<file path="src/hdl/swlm_pkg.sv">
// Shared types and codes for the segment window mapper.
`default_nettype none
package swlm_pkg;
    typedef enum logic [2:0] {
        ST_HIT      = 3'd0,
        ST_NEW      = 3'd1,
        ST_EVICT    = 3'd2,
        ST_NONE     = 3'd3,
        ST_RANGE    = 3'd4,
        ST_RELEASED = 3'd5,
        ST_REL_ERR  = 3'd6
    } t_status;

    localparam logic [1:0] CFG_SEG_LOG2 = 2'd0;
    localparam logic [1:0] CFG_BASE     = 2'd1;
    localparam logic [1:0] CFG_LIMIT    = 2'd2;

    typedef enum logic [1:0] {
        BK_IDLE,
        BK_LOOK,
        BK_EXEC
    } t_bk_state;

    // Classified request handed from front to back.
    typedef struct packed {
        logic        unmap;
        logic        in_range;
        logic [46:0] seg;
        logic [29:0] seg_off;
        logic [47:0] back;
    } t_req;
endpackage
`default_nettype wire

</file>
<file path="src/hdl/swlm_front.sv">
// Front end: splits a byte offset into segment and offset and queues the word.
`default_nettype none
module swlm_front
    import swlm_pkg::*;
#(
    parameter int NUM_SEGMENTS = 4096
) (
    input  wire logic        i_clk,
    input  wire logic        i_rst_n,
    input  wire logic        i_take,
    input  wire logic        i_req_type,
    input  wire logic [46:0] i_byte_offset,
    input  wire logic [4:0]  i_seg_log2,
    input  wire logic [46:0] i_base,
    input  wire logic        i_pop,
    output t_req             o_req,
    output logic             o_valid,
    output logic             o_full
);
    logic [4:0]  w_sh;
    logic [46:0] w_seg;
    logic [46:0] w_mask;
    t_req        w_req;
    t_req        r_q [2];
    logic        r_wp, r_rp;
    logic [1:0]  r_cnt;

    always_comb begin
        w_sh = (i_seg_log2 < 5'd12) ? 5'd12 : ((i_seg_log2 > 5'd30) ? 5'd30 : i_seg_log2);
        w_seg  = i_byte_offset >> w_sh;
        w_mask = ~(47'h7fff_ffff_ffff << w_sh);
        w_req.unmap    = i_req_type;
        w_req.in_range = (w_seg < 47'(NUM_SEGMENTS));
        w_req.seg      = w_seg;
        w_req.seg_off  = 30'(i_byte_offset & w_mask);
        w_req.back     = {1'b0, i_base} + {1'b0, i_byte_offset & ~w_mask};
    end

    always_ff @(posedge i_clk) begin
        if (!i_rst_n) begin
            r_wp <= 1'b0;
            r_rp <= 1'b0;
            r_cnt <= 2'd0;
        end else begin
            if (i_take) begin
                r_q[r_wp] <= w_req;
                r_wp <= ~r_wp;
            end
            if (i_pop) r_rp <= ~r_rp;
            r_cnt <= r_cnt + 2'(i_take) - 2'(i_pop);
        end
    end

    assign o_req   = r_q[r_rp];
    assign o_valid = (r_cnt != 2'd0);
    assign o_full  = (r_cnt == 2'd2);
endmodule
`default_nettype wire

</file>
<file path="config.mk">
export PLATFORM = sky130hd
export DESIGN_NAME = swlm_front
export DESIGN_NICKNAME = d
export VERILOG_FILES = /design/src/hdl/swlm_pkg.sv /design/src/hdl/swlm_front.sv
export SDC_FILE = /design/constraint.sdc
export NUM_CORES = 1
export LEC_CHECK = 0
export BUFFER_PORTS_ARGS = -buffer_cell sky130_fd_sc_hd__buf_2
export CORE_UTILIZATION = 50
export CTS_BUF_LIST = sky130_fd_sc_hd__clkbuf_16
export CTS_CLUSTER_DIAMETER = 30
export DETAILED_ROUTE_END_ITERATION = 8
export GPL_TIMING_DRIVEN = 0
export PLACE_DENSITY = 0.78
export SETUP_SLACK_MARGIN = 0.2
export SYNTH_ARGS = -nofsm -noshare
export SYNTH_HDL_FRONTEND = slang
export SYNTH_SLANG_ARGS = --single-unit
</file>
<file path="constraint.sdc">
create_clock -name i_clk -period 6.1 [get_ports i_clk]
set_clock_uncertainty 0.1 [all_clocks]
set_input_delay 0.305 -clock i_clk [delete_from_list [all_inputs] [get_ports i_clk]]
set_output_delay 0.305 -clock i_clk [all_outputs]
set_load 0.02 [all_outputs]
</file>
After elaboration in Yosys (flattened, before gate mapping):

Memory sizes are Yosys's and may differ from the RTL's. A register that Yosys moved wholly into a read port is not among the register bits.
Index checks and enable logic that the tools add are counted.

* output and inout bits: 129
* bits of input ports: 104
* memories kept: 1
* word-level logic and storage cells: 27
* register bits after elaboration: 4
* RAM bits: 254

* multiplexer cells: 7
* reduce and logical (&&, ||, !) cells: 1
* eq/ne operators: 1
* bitwise gates (word level): 6
* magnitude comparators: 3
* shifts and indexed selects: 2
* $add $sub $neg: 3

Memories
* r_q: words 2, width 127, rd ports 1, clocked after Yosys merged registers in 1, write ports 1, line swlm_front.sv:24 `t_req r_q [2];`

Operator list (number)
* $not 47->47: 2
* $add 47x47->48: 1
* $and 47x47->47: 1
* $lt 47x13->1 const B: 1
* $shl 47x5->47 const A: 1
* $shr 47x5->47: 1
* $and 30x30->30: 1
* $mux 5: 2
* $gt 5x5->1 const B: 1
* $lt 5x4->1 const B: 1
* $mux 1: 5
* $add 2x1->2: 1
* $eq 2x2->1 const B: 1
* $not 1->1: 2
* $reduce_bool 2->1: 1
* $sub 2x1->2: 1

Depth between registers and ports, before layout:

* depth after elaboration: 8
* depth in mapped cells: 17
* gate-level depth less buffers: 14

Least setup slack after synthesis:

Ideal clock, no wire load.

* kind: input -> register
* start point: input port i_rst_n
* end point: memory r_q[0][0] (netlist bit), enable pin
* data required time: 5.381 ns
* arrival time: 5.692 ns
* slack: -0.310 ns
* path buffers: 0
* stages on the path: 2
* setup time: 0.619 ns
* cells stage by stage: nand2_1 nor2_1

* longest elaborated chain between the ends: 2

RTL lines
* from (decl): line swlm_front.sv:9 `input wire logic i_rst_n,`
* $mux 1: line swlm_front.sv:40 `if (!i_rst_n) begin`
* $mux 1 (implied by the code): line swlm_front.sv:46 `r_q[r_wp] <= w_req;`
* to (decl): line swlm_front.sv:24

No other way between the ends.

==> out/results.tsv <==
metric	value	unit
nets	1646	
synth_area	14510	sq um
hold_violations	0	
synth-seq-cells	259	
grt_pass1_vias	10690	
crit_path_start_kind	input pin	
vias	10860	
synth_flop_cell	edfxtp_1	
max_cap_viol_count	0	
hp-start	i_pop	
die_y	172.3	um
wl_per_cell	20.35	um
ys_seq_area_share	53.26	%
switching_share	27.46	%
cp_max_fo	10	
hp-class	input pin to register	
slew_headroom	37.06	%
slew_violations	0	
cp.required	6.28	ns
crit_chain	buf_2 -> clkbuf_1 -> clkbuf_1 -> clkbuf_1 -> a21boi_0 -> ha_1 -> clkbuf_1 -> a21o_1 -> a211o_1 -> a41oi_1 -> o21ai_1 -> a2111oi_0 -> o31ai_1 -> a21boi_1 -> xnor2_1	
start_util	51.51	%
grt_util_all_layers	26.08	%
crit_type	input pin to register	
vias_per_cell	5.655	
period_needed	4.979	ns
place_area	16390	sq um
finalWorstSetupSlack	1.121	ns
pwr-share-clk	45.6	%
cpPeakStageDelay	0.72	ns
p_int	4.309	mW
gp_congestion	0.9220	
syn_to_final_growth	25.86	%
avgSynthCellArea	12.49	sq um
nFillCells	2121	
cp_common_cell	clkbuf_1	
tritoncts	yes	
ys.warnings.count	0	
row_count	61	
rsz0062_at_grt	no	
ir_worst_vdd	0.2352	mV
drtAntennaViolNets	0	
grt_pass1_wl	58.52	mm
overflow	0	
grt_max_degree	52	
fin_cells	1920	
p_seq_share	35.8	%
coreArea	28160	sq um
drc	0	
ctsHoldBuffers	15	
final_layout_size_suffix_gt1_share	32.20	%
combPwrFrac	18.6	%
clock_tree.buffer_depth	3	
arrival	5.15	ns
drtPass1Iterations	5	
htreeDepth	2	
setup_violations	0	
cts_root_buf	clkbuf_16	
period_share	81.62	%
drt_iter0_markers	808	
route.final.wire_length	39.06	mm
io_pins	233	
post_cts_buffers	0	
cp-end-kind	register	
synth_cell_types	65	
dp.cells	1804	
dp_hpwl	28.65	mm
clkTransAtPathRegs	0.05	ns
post_cts_resized	0	
cts_buffers	49	
register_area	7727	sq um
crit_path_top_delay_cell	a2111oi_0	
netlist_instances	1162	
asyncSetResetFlopFracSynth	0	%
port_buffers	222	
hold-worst-slack	0.01752	ns
critPathLaunch	i_seg_log2[4]	
stdcell_area	18260	sq um
die-area	29700	sq um
p_leak	7.290	nW
clock_sinks	259	
die_w	172.3	um
synth_edf_count	254	
timing.rr.start	r_wp	
outcome	complete, no violations	
antenna_found_initial	11	
power.total	5.941	mW
max_slew.worst_pin.slew	0.9418	ns
post-place-ws	0.6995	ns
switchingPower	1.631	mW
fmax	200.9	MHz
multi_input_area	6554	sq um
clock_latency	0.55	ns
power_density	325.3	nW/um^2
through the flow:
stage          utilization (%)  setup TNS [ns]
2_1_floorplan                -               0
3_5_place_dp             58.19               0
5_1_grt                  64.84               0
3_3_place_gp             57.63          -1.935
6_report                 64.84               0
4_1_cts                  64.74               0
cell usage in the layout (no fill, tap or decap), drive strengths merged, types with 6 or more instances in the layout:
master and count:
a211oi 11, a21boi 10, a21o 39, a21oi 73
a31oi 7, and2 25, and3 19, buf 242
bufinv 6, clkbuf 101, clkinv 10, clkinvlp 9
conb 37, diode 11, dlygate4sd3 15, edfxtp 254
ha 49, inv 41, mux2 136, mux2i 40
mux4 27, nand2 95, nand2b 9, nand3 15
nor2 58, nor2b 11, nor3 13, nor3b 6
o211ai 6, o21a 6, o21ai 48, o21bai 10
o31ai 7, or3 6, xnor2 29, xor2 16
path summary, 6_finish.rpt:
check	to	slack [ns]	cells after the start
worst max-delay path	r_q[0][43]	1.12	15
worst min-delay path	register	0.02	3
worst max register to register	r_q[1][37]	4.02	3
worst min register to register	register	0.50	2
sequential cells by signal (all words and copies together) (netlist names), named ones only:
signal  count
r_rp        1
r_q       254
r_wp        1
r_cnt       2
layout make-up:
cell class,count,area share [%]
repair buffers,243,7.729
well taps,378,2.590
multi-input cells,848,35.89
plain buffers,65,1.514
clock inverters,40,2.419
clock buffers,50,6.852
inverters,26,0.5345
flip-flops and latches,259,42.32
diodes,11,0.1507
cell families (layout without fill, tap and decap cells):
kind of cell / Yosys count / in the layout / share of synthesized area, %
AND/OR/NAND/NOR: 275 / 275 / 9.168
adder cells (fa/ha/maj): 50 / 50 / 4.364
buffers and inverters: 91 / 424 / 2.579
flip-flops: 259 / 259 / 53.26
XOR/XNOR: 45 / 45 / 2.717
multiplexers: 203 / 203 / 17.51
AO/OA/AOI/OAI: 238 / 238 / 10.38
other: 1 / 48 / 0.02585
worst max-delay path: cells and delay by family:
kind                     cells  cell delay, ns
XOR/XNOR                     1            0.14
adder cells (fa/ha/maj)      1            0.34
buffers and inverters        5            1.71
AO/OA/AOI/OAI                8            2.66
per-layer routing:
| layer | track usage, % | part of all wire [%] | vias to the layer above | wire (um) |
|---|---|---|---|---|
| li1 | - | - | 5062 | - |
| met1 | 33.53 | 42 | 5317 | 16440 |
| met2 | 43.93 | 49 | 410 | 19210 |
| met3 | 4.005 | 5.7 | 68 | 2225 |
| met4 | 10.81 | 3.0 | 0 | 1189 |
| met5 | 0 | 0 | - | 0 |
synth_stat cells (4+ instances only):
master | instances | share of area (%)
xnor2_1 | 29 | 1.8
and2_1 | 24 | 1.0
mux2i_1 | 40 | 2.8
o31ai_1 | 7 | 0.36
buf_1 | 6 | 0.16
clkbuf_1 | 50 | 1.3
nor3b_1 | 6 | 0.31
o21bai_1 | 10 | 0.52
or2_2 | 4 | 0.17
nor2_1 | 58 | 1.5
a21boi_0 | 9 | 0.47
and3_1 | 19 | 0.82
edfxtp_1 | 254 | 53
inv_1 | 25 | 0.65
nor2b_1 | 11 | 0.47
mux4_2 | 27 | 4.2
nand2b_1 | 9 | 0.39
dfxtp_1 | 5 | 0.69
ha_1 | 49 | 4.2
nand2_1 | 95 | 2.5
a31oi_1 | 7 | 0.30
nor3_1 | 12 | 0.41
o21a_1 | 6 | 0.31
buf_2 | 4 | 0.14
nand3_1 | 15 | 0.52
or3_1 | 6 | 0.26
a211oi_1 | 10 | 0.52
a21o_1 | 39 | 2.0
nand4_1 | 4 | 0.17
xor2_1 | 16 | 0.97
o21ai_0 | 33 | 1.1
o21ai_1 | 15 | 0.52
mux2_2 | 136 | 11
a21oi_1 | 73 | 2.5
o211ai_1 | 6 | 0.31
power by group through the flow:
stage	clock network [mW]	logic, mW	registers [mW]
after floorplan	0	0.745	2.16
after global placement	0	1.05	2.16
after detailed placement	0	1.08	2.16
after CTS	2.75	1.10	2.13
after global routing	2.82	1.20	2.13
final	2.71	1.11	2.13
Power figures use the tool's default switching activity.
